### src/cpfd_pkg.sv
// Shared types and constants of the chained pointer fixup decoder.
package cpfd_pkg;

  // Pointer format codes.
  localparam logic [3:0] FMT_ARM64E        = 4'd1;
  localparam logic [3:0] FMT_GEN64         = 4'd2;
  localparam logic [3:0] FMT_GEN64_OFFSET  = 4'd6;
  localparam logic [3:0] FMT_ARM64E_USER24 = 4'd12;

  // Upper fill of a negative 19-bit addend.
  localparam logic [63:0] SEXT19_FILL = 64'hffff_ffff_fff8_0000;

  // Request kinds carried in tuser.
  localparam logic ACTION_LOAD   = 1'b0;
  localparam logic ACTION_DECODE = 1'b1;

  // Field widths of the streams.
  localparam int unsigned IN_DATA_W  = 144;
  localparam int unsigned OUT_DATA_W = 104;

  typedef enum logic [1:0] {
    KIND_REBASE      = 2'd0,
    KIND_BIND        = 2'd1,
    KIND_AUTH_REBASE = 2'd2,
    KIND_AUTH_BIND   = 2'd3
  } kind_e;

  typedef enum logic [1:0] {
    REG_FORMAT    = 2'd0,
    REG_ACTUAL    = 2'd1,
    REG_PREFERRED = 2'd2
  } reg_e;

  // Configuration as seen by the decoder.
  typedef struct packed {
    logic [3:0]  fmt;
    logic [63:0] actual_base;
    logic [63:0] slide;
  } cfg_t;

  // Decoded request, held in the table read stage.
  typedef struct packed {
    logic        is_load;
    logic        load_wr;
    logic        use_table;
    logic        ord_err;
    logic [23:0] ordinal;
    logic [63:0] base;
    logic [63:0] addend;
    logic [13:0] step;
    logic        chain_end;
    logic        sign_needed;
    logic [1:0]  key;
    logic [15:0] diversity;
    logic        blend;
  } dec_t;

endpackage

### src/cpfd_decode.sv
// Field extraction of one slot word under the configured pointer format.
module cpfd_decode
  import cpfd_pkg::*;
#(
  parameter int unsigned IMPORT_DEPTH = 4096
) (
  input  cfg_t        cfg_i,
  input  logic        action_i,
  input  logic [11:0] import_index_i,
  input  logic [63:0] slot_word_i,
  output dec_t        dec_o
);

  localparam logic [24:0] DEPTH_LIM = 25'(IMPORT_DEPTH);

  logic [63:0] w;
  logic        gen;
  logic [23:0] arm_ord;
  logic [10:0] next11;
  logic [11:0] next12;
  kind_e       kind;

  assign w       = slot_word_i;
  assign gen     = (cfg_i.fmt == FMT_GEN64) || (cfg_i.fmt == FMT_GEN64_OFFSET);
  assign arm_ord = (cfg_i.fmt == FMT_ARM64E_USER24) ? w[23:0] : {8'd0, w[15:0]};
  assign next11  = w[61:51];
  assign next12  = w[62:51];
  assign kind    = kind_e'(w[63:62]);

  always_comb begin
    dec_o             = '0;
    dec_o.is_load     = (action_i == ACTION_LOAD);
    dec_o.load_wr     = (action_i == ACTION_LOAD) &&
                        ({13'd0, import_index_i} < DEPTH_LIM);
    if (gen) begin
      dec_o.step      = {next12, 2'b00};
      dec_o.chain_end = (next12 == 12'd0);
      if (!w[63]) begin
        dec_o.addend = {w[43:36], 20'd0, w[35:0]};
        dec_o.base   = (cfg_i.fmt == FMT_GEN64_OFFSET) ? cfg_i.actual_base : cfg_i.slide;
      end else begin
        dec_o.use_table = 1'b1;
        dec_o.ordinal   = w[23:0];
        dec_o.addend    = {56'd0, w[31:24]};
      end
    end else begin
      dec_o.step      = {next11, 3'b000};
      dec_o.chain_end = (next11 == 11'd0);
      dec_o.ordinal   = arm_ord;
      unique case (kind)
        KIND_REBASE: begin
          dec_o.ordinal = 24'd0;
          dec_o.addend  = {w[50:43], 13'd0, w[42:0]};
          dec_o.base    = (cfg_i.fmt == FMT_ARM64E) ? cfg_i.slide : cfg_i.actual_base;
        end
        KIND_BIND: begin
          dec_o.use_table = 1'b1;
          dec_o.addend    = {45'd0, w[50:32]} | (w[50] ? SEXT19_FILL : 64'd0);
        end
        KIND_AUTH_REBASE: begin
          // preferred_base + target + slide folds to actual_base + target.
          dec_o.ordinal     = 24'd0;
          dec_o.base        = cfg_i.actual_base;
          dec_o.addend      = {32'd0, w[31:0]};
          dec_o.sign_needed = 1'b1;
          dec_o.diversity   = w[47:32];
          dec_o.blend       = w[48];
          dec_o.key         = w[50:49];
        end
        KIND_AUTH_BIND: begin
          dec_o.use_table   = 1'b1;
          dec_o.sign_needed = 1'b1;
          dec_o.diversity   = w[47:32];
          dec_o.blend       = w[48];
          dec_o.key         = w[50:49];
        end
        default: begin
          dec_o.use_table = 1'b0;
        end
      endcase
    end
    dec_o.ord_err = dec_o.use_table && ({1'b0, dec_o.ordinal} >= DEPTH_LIM);
    if (dec_o.is_load) begin
      dec_o.use_table   = 1'b0;
      dec_o.ord_err     = 1'b0;
      dec_o.ordinal     = 24'd0;
      dec_o.step        = 14'd0;
      dec_o.chain_end   = 1'b0;
      dec_o.sign_needed = 1'b0;
      dec_o.key         = 2'd0;
      dec_o.diversity   = 16'd0;
      dec_o.blend       = 1'b0;
    end
  end

endmodule
### config.mk
export PLATFORM = sky130hd
export DESIGN_NAME = cpfd_decode
export DESIGN_NICKNAME = d
export VERILOG_FILES = /design/src/cpfd_pkg.sv /design/src/cpfd_decode.sv
export SDC_FILE = /design/constraint.sdc
export NUM_CORES = 1
export LEC_CHECK = 0
export BUFFER_PORTS_ARGS = -buffer_cell sky130_fd_sc_hd__buf_2
export CORE_AREA = 2 2 154 156
export DETAILED_ROUTE_END_ITERATION = 10
export DIE_AREA = 0 0 156 158
export GPL_TIMING_DRIVEN = 0
export PLACE_DENSITY = 0.38
export SYNTH_ARGS = -nofsm -noshare
export SYNTH_HDL_FRONTEND = slang
export SYNTH_SLANG_ARGS = --single-unit
### constraint.sdc
create_clock -name vclk -period 2.4
set_input_delay 0.12 -clock vclk [all_inputs]
set_output_delay 0.12 -clock vclk [all_outputs]
set_load 0.01 [all_outputs]
Word level (Yosys, flattened, before mapping):

Index checks and enable logic that the tools add are counted.

* output and inout bits: 191
* bits in registers: 0
* word-level logic and storage cells: 34

* equality and inequality tests: 7
* bitwise gates (word level): 2
* magnitude comparators: 1
* reductions and logical operators: 7
* muxes and demuxes: 17

Operators by type and width (number)
* 64-bit 2-to-1 mux: 5
* 64-bit case mux with 3 select lines: 1
* 88-bit case mux with 2 select lines: 1
* 167-bit 2-to-1 mux: 1
* 19-bit by 64-bit OR with 64-bit output: 1
* 24-bit 2-to-1 mux: 2
* 20-bit 2-to-1 mux: 2
* 35-bit 2-to-1 mux: 1
* 26-bit 2-to-1 mux: 1
* 24-bit by 13-bit >= comparator with 1-bit output, second input constant: 1
* 12-bit logical NOT: 1
* 11-bit logical NOT: 1
* 2-bit equality test, second input constant: 2
* 4-bit by 1-bit equality test with 1-bit output, second input constant: 1
* 4-bit by 2-bit equality test with 1-bit output, second input constant: 1
* 4-bit by 3-bit equality test with 1-bit output, second input constant: 1
* 4-bit equality test, second input constant: 1
* 2-bit OR reduction: 2
* 1-bit 2-to-1 mux: 3
* 2-bit by 1-bit equality test with 1-bit output, second input constant: 1
* 2-bit logical NOT: 1
* 1-bit logical AND: 1
* 1-bit logical OR: 1
* 1-bit inverter: 1

Depth between registers and ports, before layout:

* depth in word-level cells: 7
* depth in mapped cells: 6

Least setup slack after synthesis:

No wires, ideal clock.

* kind: input -> output
* from: in cfg_i[131] in the netlist's numbering
* to: out dec_o[79] in the netlist's numbering
* path buffers: 3
* stages: 5
* data arrival time: 1.481 ns
* data required time: 2.280 ns
* setup slack: 0.799 ns
* cells stage by stage: buf_2 -> nor3b_2 -> nor4b_1 -> clkbuf_1 -> buf_4

RTL lines
* from (decl): line cpfd_decode.sv:7 `input cfg_t cfg_i,`
* to (decl): line cpfd_decode.sv:11 `output dec_t dec_o`

==> results.yml <==
synth:
  synth_seq_area_share_pct: 0
  yosys.area.top_type_share_pct: 22.9
  synth.area.top_cells: "a32o_1, and2_1, a21o_1"
  yosysWarnings: 0
  syn_area_um2: 2580
  syn_avg_cell_area_um2: 7.47
  synth_cell_types: 48
  syn_inst: 345
  yosys.area.top_type: "a32o_1"
critical_path:
  cp-start-kind: "input pin"
  critPathCaptureType: "output pin"
  cp_common_cell: "buf_2"
  crit_chain: "buf_2 -> nor3b_2 -> nor4b_1 -> clkbuf_1 -> buf_4 -> buf_2"
  slowest_delay_ps: 790
  slowest_stage: "clkbuf_1"
  critical_path_required_ps: 2280
  crit_type: "in -> out"
  cp_max_fo: 22
  worstPathArrival_ps: 2040
grt:
  track_usage_pct: 14.0
  grt_start_max_net_pins: 23
  grt_pass1_wl_um: 26700
  first_global_vias: 4267
  antenna_found_initial: 0
  grt-ovfl-total: 0
finish:
  nFlopsAndLatches: 0
  antenna_cells: 0
  drive_above_1_share_pct: 61.9
  final_common_cell: "buf_2"
  nets: 940
  seq_area_um2: 0
  nClkBuffers: 0
  area_growth_pct: 88.5
  mostFrequentLayoutCells: "buf_2, a32o_1, and2_1, nand2_1, a21o_1"
  fin_area_um2: 4860
detailed_routing:
  first_pass_iters: 4
  drt_iter0_drc: 268
  viasPerCell: 4.42
  routedWlPerCell_um: 19.2
  ant_nets: 0
  dr_total_vias: 4502
  drc_errors: 0
  drt_wl_total_um: 19500
sta:
  hold_viol: 0
  slew_headroom_pct: 28.2
  rsz0062_at_grt: "no"
  slew_violations: 0
  min_period_over_period_pct: 90.1
  setup_violations: 0
  setup-tns-final_ps: 0
  fin_ws_ps: 238
  timing.final.crit_period_ps: 2160
  fmax_ghz: 0.462
  worst_pin_slew_ps: 1080
power_and_ir_drop:
  p_total_uw: 1010
  ir_drop_v: 0.0000654
  powerDensity_nw_per_um2: 207
  power_leakage_uw: 0.00277
placement:
  io_buffer_count: 383
  gp_routability_congestion: 0.747
  post-dp-hpwl_um: 16400
  place_ws_ps: 215
  dpl-instance-area_um2: 4860
floorplan:
  initial_core_util_pct: 11.2
  fp-row-count: 56
  die_h_um: 158
  die_x_um: 156
  die_area_um2: 24600
  core_area_um2: 23100
  design.portCount: 400
worst_hold_path:
  min_path_type: "in -> out"
job:
  drv_cap: 0
clock_tree:
  hold_buffers: 0
  cts_setup_buffers: 0
  cts_resized: 0
outcome:
  status: "finished, final reports clean"
[layer usage]
| metal | GRT usage (%) | vias up | routed length, um |
|---|---|---|---|
| met2 | 26.6 | 232 | 9790 |
| met4 | 0.568 | 0 | 63 |
| met1 | 17.9 | 2107 | 8470 |
| met5 | 0 | - | 0 |
| met3 | 1.42 | 6 | 1210 |
| li1 | - | 2157 | - |
[critical path: cells and delay by family]
family        cells  cell delay [ps]
buf+inv           4             1300
simple gates      2              610
[per-stage QoR]
stage               instances  utilization, %  hold WS, ps
floorplan                 346               -          362
global placement         1019            21.1          536
detailed placement       1019            21.1          531
CTS                      1019            21.1          534
global route             1019            21.1          544
finish                   1019            21.1          535
[cells by family after synthesis]
logic type / count (synthesis) / share of synthesized area, %
and+or+nand+nor: 112 / 28.7
other: 1 / 0.145
buffers and inverters: 75 / 17.9
AOI/OAI and AO/OA: 156 / 52.8
muxes: 1 / 0.437
[area by class of cell]
type / instances / area (um2)
plain buffers: 64 / 420
repair buffers: 383 / 1920
inverters: 11 / 41.3
multi-input cells: 271 / 2120
fillers: 2683 / 18200
well taps: 290 / 363
[report_power, final]
part	switching, uW	internal, uW
clock	0	0
combinational	543	463
sequential	0	0
[cells in the mapped netlist (7+ instances only)]
cell	count
a221o_1	8
buf_2	23
buf_4	18
a21o_1	21
and2_1	43
nor4bb_1	10
o311ai_1	7
nand3b_1	8
a21oi_1	16
buf_6	11
a32o_1	59
o2bb2ai_1	11
a32oi_1	8
inv_1	11
a31oi_1	10
clkbuf_1	10
nand2_1	25
[final timing paths]
kind / start / end / cells past startpoint
setup / recovery: cfg_i[129] / dec_o[79] / 6
hold / removal: cfg_i[30] / dec_o[129] / 3
Power figures use the tool's default switching activity.
