==> config.mk <==
export PLATFORM = sky130hd
export DESIGN_NAME = cpfd_cfg
export DESIGN_NICKNAME = d
export VERILOG_FILES = /design/src/cpfd_pkg.sv /design/src/cpfd_cfg.sv
export SDC_FILE = /design/constraint.sdc
export NUM_CORES = 1
export LEC_CHECK = 0
export BUFFER_PORTS_ARGS = -buffer_cell sky130_fd_sc_hd__buf_2
export CAP_MARGIN = 30
export CORE_UTILIZATION = 58
export DETAILED_ROUTE_END_ITERATION = 10
export PLACE_DENSITY = 0.94
export REMOVE_ABC_BUFFERS = 1
export SETUP_SLACK_MARGIN = 0.15
export SYNTH_ARGS = -nofsm -noshare
export SYNTH_HDL_FRONTEND = slang
export SYNTH_SLANG_ARGS = --single-unit
==> constraint.sdc <==
create_clock -name clk_i -period 7.8 [get_ports clk_i]
set_clock_uncertainty 0.2 [all_clocks]
set_input_delay 1.56 -clock clk_i [delete_from_list [all_inputs] [get_ports clk_i]]
set_output_delay 1.56 -clock clk_i [all_outputs]
set_load 0.03 [all_outputs]
==> src/cpfd_pkg.sv <==
// Shared types and constants of the chained pointer fixup decoder.
package cpfd_pkg;

  // Pointer format codes.
  localparam logic [3:0] FMT_ARM64E        = 4'd1;
  localparam logic [3:0] FMT_GEN64         = 4'd2;
  localparam logic [3:0] FMT_GEN64_OFFSET  = 4'd6;
  localparam logic [3:0] FMT_ARM64E_USER24 = 4'd12;

  // Upper fill of a negative 19-bit addend.
  localparam logic [63:0] SEXT19_FILL = 64'hffff_ffff_fff8_0000;

  // Request kinds carried in tuser.
  localparam logic ACTION_LOAD   = 1'b0;
  localparam logic ACTION_DECODE = 1'b1;

  // Field widths of the streams.
  localparam int unsigned IN_DATA_W  = 144;
  localparam int unsigned OUT_DATA_W = 104;

  typedef enum logic [1:0] {
    KIND_REBASE      = 2'd0,
    KIND_BIND        = 2'd1,
    KIND_AUTH_REBASE = 2'd2,
    KIND_AUTH_BIND   = 2'd3
  } kind_e;

  typedef enum logic [1:0] {
    REG_FORMAT    = 2'd0,
    REG_ACTUAL    = 2'd1,
    REG_PREFERRED = 2'd2
  } reg_e;

  // Configuration as seen by the decoder.
  typedef struct packed {
    logic [3:0]  fmt;
    logic [63:0] actual_base;
    logic [63:0] slide;
  } cfg_t;

  // Decoded request, held in the table read stage.
  typedef struct packed {
    logic        is_load;
    logic        load_wr;
    logic        use_table;
    logic        ord_err;
    logic [23:0] ordinal;
    logic [63:0] base;
    logic [63:0] addend;
    logic [13:0] step;
    logic        chain_end;
    logic        sign_needed;
    logic [1:0]  key;
    logic [15:0] diversity;
    logic        blend;
  } dec_t;

endpackage

==> src/cpfd_cfg.sv <==
// Configuration register file with its APB-style access port.
module cpfd_cfg
  import cpfd_pkg::*;
(
  input  logic        clk_i,
  input  logic        rst_ni,
  input  logic        psel_i,
  input  logic        penable_i,
  input  logic        pwrite_i,
  input  logic [4:0]  paddr_i,
  input  logic [63:0] pwdata_i,
  output logic [63:0] prdata_o,
  output cfg_t        cfg_o
);

  logic [3:0]  fmt_q, fmt_d;
  logic [63:0] actual_q, actual_d;
  logic [63:0] preferred_q, preferred_d;
  logic        wr;
  reg_e        sel;

  assign wr  = psel_i & penable_i & pwrite_i;
  assign sel = reg_e'(paddr_i[4:3]);

  always_comb begin
    fmt_d       = fmt_q;
    actual_d    = actual_q;
    preferred_d = preferred_q;
    prdata_o    = 64'd0;
    unique case (sel)
      REG_FORMAT: begin
        prdata_o = {60'd0, fmt_q};
        if (wr) fmt_d = pwdata_i[3:0];
      end
      REG_ACTUAL: begin
        prdata_o = actual_q;
        if (wr) actual_d = pwdata_i;
      end
      REG_PREFERRED: begin
        prdata_o = preferred_q;
        if (wr) preferred_d = pwdata_i;
      end
      default: begin
        prdata_o = 64'd0;
      end
    endcase
  end

  always_ff @(posedge clk_i or negedge rst_ni) begin
    if (!rst_ni) begin
      fmt_q       <= FMT_ARM64E;
      actual_q    <= 64'd0;
      preferred_q <= 64'd0;
    end else begin
      fmt_q       <= fmt_d;
      actual_q    <= actual_d;
      preferred_q <= preferred_d;
    end
  end

  assign cfg_o.fmt         = fmt_q;
  assign cfg_o.actual_base = actual_q;
  assign cfg_o.slide       = actual_q - preferred_q;

endmodule

# ---- Word-level counts from Yosys, hierarchy flattened
# Cells that the tools add are included.
dict set report totals {
  output_inout_bits 196
  ff_bits 132
  ramBits 0
  mem_bits_ro 0
  memories 0
  latch_bits 0
  word_cells 13
}
dict set report classes {
  eq_ne 2
  muxes 1
  n_lt_le_gt_ge 0
  add_sub_neg 1
  reduce_logical 4
  div_mod_pow 0
  mul 0
  bitwise_logic 2
  shifts 0
}
# op n
set ops {}
lappend ops {{64-bit one-hot mux with 3 select lines} 1}
lappend ops {{64-bit subtractor} 1}
lappend ops {{2-bit AND reduction} 3}
lappend ops {{1-bit AND} 2}
lappend ops {{2-bit by 1-bit equality test with 1-bit output (second input constant)} 1}
lappend ops {{2-bit equality test (second input constant)} 1}
lappend ops {{2-bit zero test} 1}

# ---- Logic depth before layout (Yosys ltp)
dict set report depth {
  ltp_word 3
  mapped_depth 12
  depth_no_buf 12
}

# ---- Least setup slack after synthesis
# Ideal clock, no wire load.
dict set report synth_path {
  path_kind {register to output}
  start {register actual_q[0]}
  end {output port cfg_o[28] (netlist name)}
  n_path_buf 0
  required_time_ps 6040
  t_arrival_ps 3180
  path_stages_with_launch 13
  path_slack_ps 2860
  cell_sequence {dfrtp_1 inv_1 ha_1 fa_1 nor2b_1 o211ai_1 a211oi_1 nor2_1 o31a_1 o31ai_2 a21oi_1 o21ai_1 xor2_1}
}
# item line_no
set synth_lines {}
lappend synth_lines {{start: declaration} cpfd_cfg.sv:17} ;# logic [63:0] actual_q, actual_d;
lappend synth_lines {{start signal: assignment} cpfd_cfg.sv:56} ;# actual_q <= actual_d;
lappend synth_lines {{end: declaration} cpfd_cfg.sv:13} ;# output cfg_t cfg_o

==> impl_metrics.json <==
{
  "start_kind": "register",
  "finalSetupViolations": 0,
  "rr_worst_depth": 1,
  "cts.clk_slew.worst_paths_ps": 60,
  "power.density_nw_per_um2": 442.5,
  "crit_arrival_ps": 3960,
  "max_freq_mhz": 174.8,
  "p_total_uw": 5147,
  "peakVddDrop_uv": 240.8,
  "grt_pass1_wl_mm": 44.10,
  "syn_to_final_growth_pct": 20.84,
  "coreArea_um2": 16060,
  "cts_buffers": 17,
  "yosys_warnings": 0,
  "pin_count": 270,
  "cap_violations": 0,
  "syn_avg_cell_area_um2": 8.831,
  "fp.dieW_um": 130.8,
  "worst_slew_pin_slew_ps": 865.6,
  "wl_per_cell_um": 18.14,
  "die_h_um": 130.8,
  "root_buffer": "clkbuf_16",
  "grt-ovfl-total": 0,
  "num_vias": 9429,
  "slew_headroom": 0.4229,
  "yosys.area.top_type_share": 0.3406,
  "vias_per_cell": 6.071,
  "num-fill-cells": 1149,
  "hold_class": "register to register",
  "final_util": 0.7243,
  "end_kind": "output pin",
  "start_util": 0.5994,
  "leakagePower_uw": 0.005677,
  "insertion_delay_ps": 430,
  "max-clock-path-buffers": 2,
  "fin_nets": 1460,
  "setup_tns_ps": 0,
  "cts_hold_buf": 0,
  "rsz0062_at_grt": "false",
  "post_synth_num_cell_types": 79,
  "finalCritPeriodShare": 0.7334,
  "drive_gt1_frac": 0.2951,
  "maxSlewViolCount": 0,
  "path_max_fanout": 4,
  "timing_worst_setup_path_type": "register to output pin",
  "postCtsResizedCells": 0,
  "syn_inst": 1090,
  "fin_hold_ws_ps": 352.9,
  "finalNonFillerCells": 1553,
  "synth_edf_count": 0,
  "port_buffers": 266,
  "hold_violations": 0,
  "dpl.hpwl_mm": 21.05,
  "first_global_vias": 8893,
  "gp_congestion": 0.9439,
  "antenna_found_initial": 2,
  "cp.required_ps": 6040,
  "std_cell_rows": 46,
  "synth_seq_cells": 132,
  "ys_seq_area_frac": 0.3433,
  "dr.pass1.iters": 5,
  "ant_nets": 0,
  "cts_sinks": 132,
  "worstHoldPathCells": 1,
  "placedCellCount": 1519,
  "yosysTopAreaCell": "dfrtp_1",
  "drt_iter0_drc": 866,
  "async_flop_share": 1.000,
  "cts_setup_buffers": 0,
  "tritoncts": "built",
  "grtUsageTotal": 0.3320,
  "ys.flop_type": "dfrtp_1",
  "drc_errors": 0,
  "wl_mm": 28.17,
  "dieArea_um2": 17120,
  "min_period_ps": 5720,
  "yosys-top-cells-area": "dfrtp_1 (34%), ha_1 (8.2%), mux2_2 (8.0%), a22o_1 (5.6%), o21ai_0 (5.5%)",
  "status": "finished, final reports clean",
  "grt_start_max_net_pins": 70,
  "syn-cell-area_um2": 9625,
  "h-tree-depth": 4
}
## sequential cells by signal, indices dropped and copies added (netlist names)
name	count
actual_q	64
preferred_q	64
fmt_q	4
## worst paths after layout
path	startpoint	to	slack, ps
worst max-delay path	actual_q[2]	cfg_o[59]	2080
worst min-delay path	fmt_q[2]	fmt_q[2]	350
worst max register to register	actual_q[45]	actual_q[45]	6750
worst min register to register	fmt_q[2]	fmt_q[2]	350
max in group asynchronous	rst_ni	preferred_q[41]	5200
min in group asynchronous	rst_ni	preferred_q[11]	890
## cells in the mapped netlist (2+ instances only)
master,count
nand3_1,12
nand2_1,127
o21bai_1,18
o22ai_1,2
nand2b_1,10
o21ai_1,8
nor3_1,5
mux2_2,68
clkbuf_2,3
nand4_1,23
a21boi_1,2
buf_4,2
inv_1,87
ha_1,63
o21ai_0,106
o31a_1,3
a41oi_1,2
buf_2,14
xor2_1,21
buf_1,2
a22o_1,61
and4_1,2
and3_1,3
o21a_1,9
a211oi_1,5
dfrtp_1,131
nor2b_1,8
a21oi_1,82
or3_1,2
a31oi_1,8
o211ai_1,7
clkbuf_1,33
mux2i_1,5
xnor2_1,37
o2111ai_1,2
nor4_1,3
nor2_1,53
a221oi_1,2
a311oi_1,2
a21o_1,18
## where the power goes
part           switching (uW)  leakage [uW]  internal, uW
sequential                143       0.00160           848
combinational            2270       0.00379          1050
clock                     317      0.000292           519
## cells in the final DEF (no fill, tap or decap), drive strengths merged, types with 3 or more instances in the layout
| master | instances |
|---|---|
| dfrtp | 131 |
| nor4 | 3 |
| clkinvlp | 3 |
| xnor2 | 37 |
| nor2 | 53 |
| nand4 | 23 |
| o21ai | 116 |
| nand2 | 127 |
| inv | 88 |
| nor3 | 6 |
| o2111ai | 3 |
| o211ai | 7 |
| a21oi | 83 |
| nor2b | 8 |
| clkinv | 5 |
| clkbuf | 20 |
| mux2 | 68 |
| o21bai | 18 |
| and3 | 3 |
| ha | 63 |
| xor2 | 21 |
| nand3 | 12 |
| a22o | 61 |
| a211oi | 6 |
| o21a | 9 |
| a21o | 19 |
| o31a | 3 |
| buf | 271 |
| mux2i | 5 |
| nand2b | 10 |
| bufinv | 3 |
| a31oi | 9 |
## layout make-up
type | count | area (um^2) | share of cell area
multi-input cells | 813 | 5739 | 0.4934
clock inverters | 12 | 153.9 | 0.01323
inverters | 87 | 326.6 | 0.02808
clock buffers | 20 | 456.7 | 0.03926
diodes | 2 | 5.005 | 0.0004303
well taps | 216 | 270.3 | 0.02324
repair buffers | 271 | 1375 | 0.1182
flip-flops and latches | 132 | 3304 | 0.2841
## critical path, cell delays in order, from the launching register on
cell,delay (ps)
dfrtp_1,410
ha_1,400
o211ai_1,130
a21oi_1,380
o21ai_0,270
a2111oi_2,650
o2111ai_1,170
nand2_1,260
a21boi_1,190
mux2i_1,160
a211oi_1,260
buf_2,250
## through the flow
stage	worst slack (ps)	instance area, um^2
floorplan	1167	9351
global placement	2669	11020
detailed placement	2656	11020
CTS	2168	11630
global route	1918	11630
finish	2080	11630
## per-layer routing
layer / part of all wire / up-vias / GRT usage
met5: 0 / - / 0
met4: 0.051 / 0 / 0.1947
met1: 0.43 / 4525 / 0.4289
met2: 0.46 / 439 / 0.5241
met3: 0.057 / 93 / 0.05741
li1: - / 4372 / -
## cells by family after synthesis
logic type,synth area share
xor gates and xnor gates,0.05278
muxes,0.08475
buffers and inverters,0.06239
adders and majority gates,0.08397
AOI/OAI and AO/OA,0.2524
DFF,0.3433
and+or+nand+nor,0.1204
No activity file was read; power rests on OpenSTA's default activity.
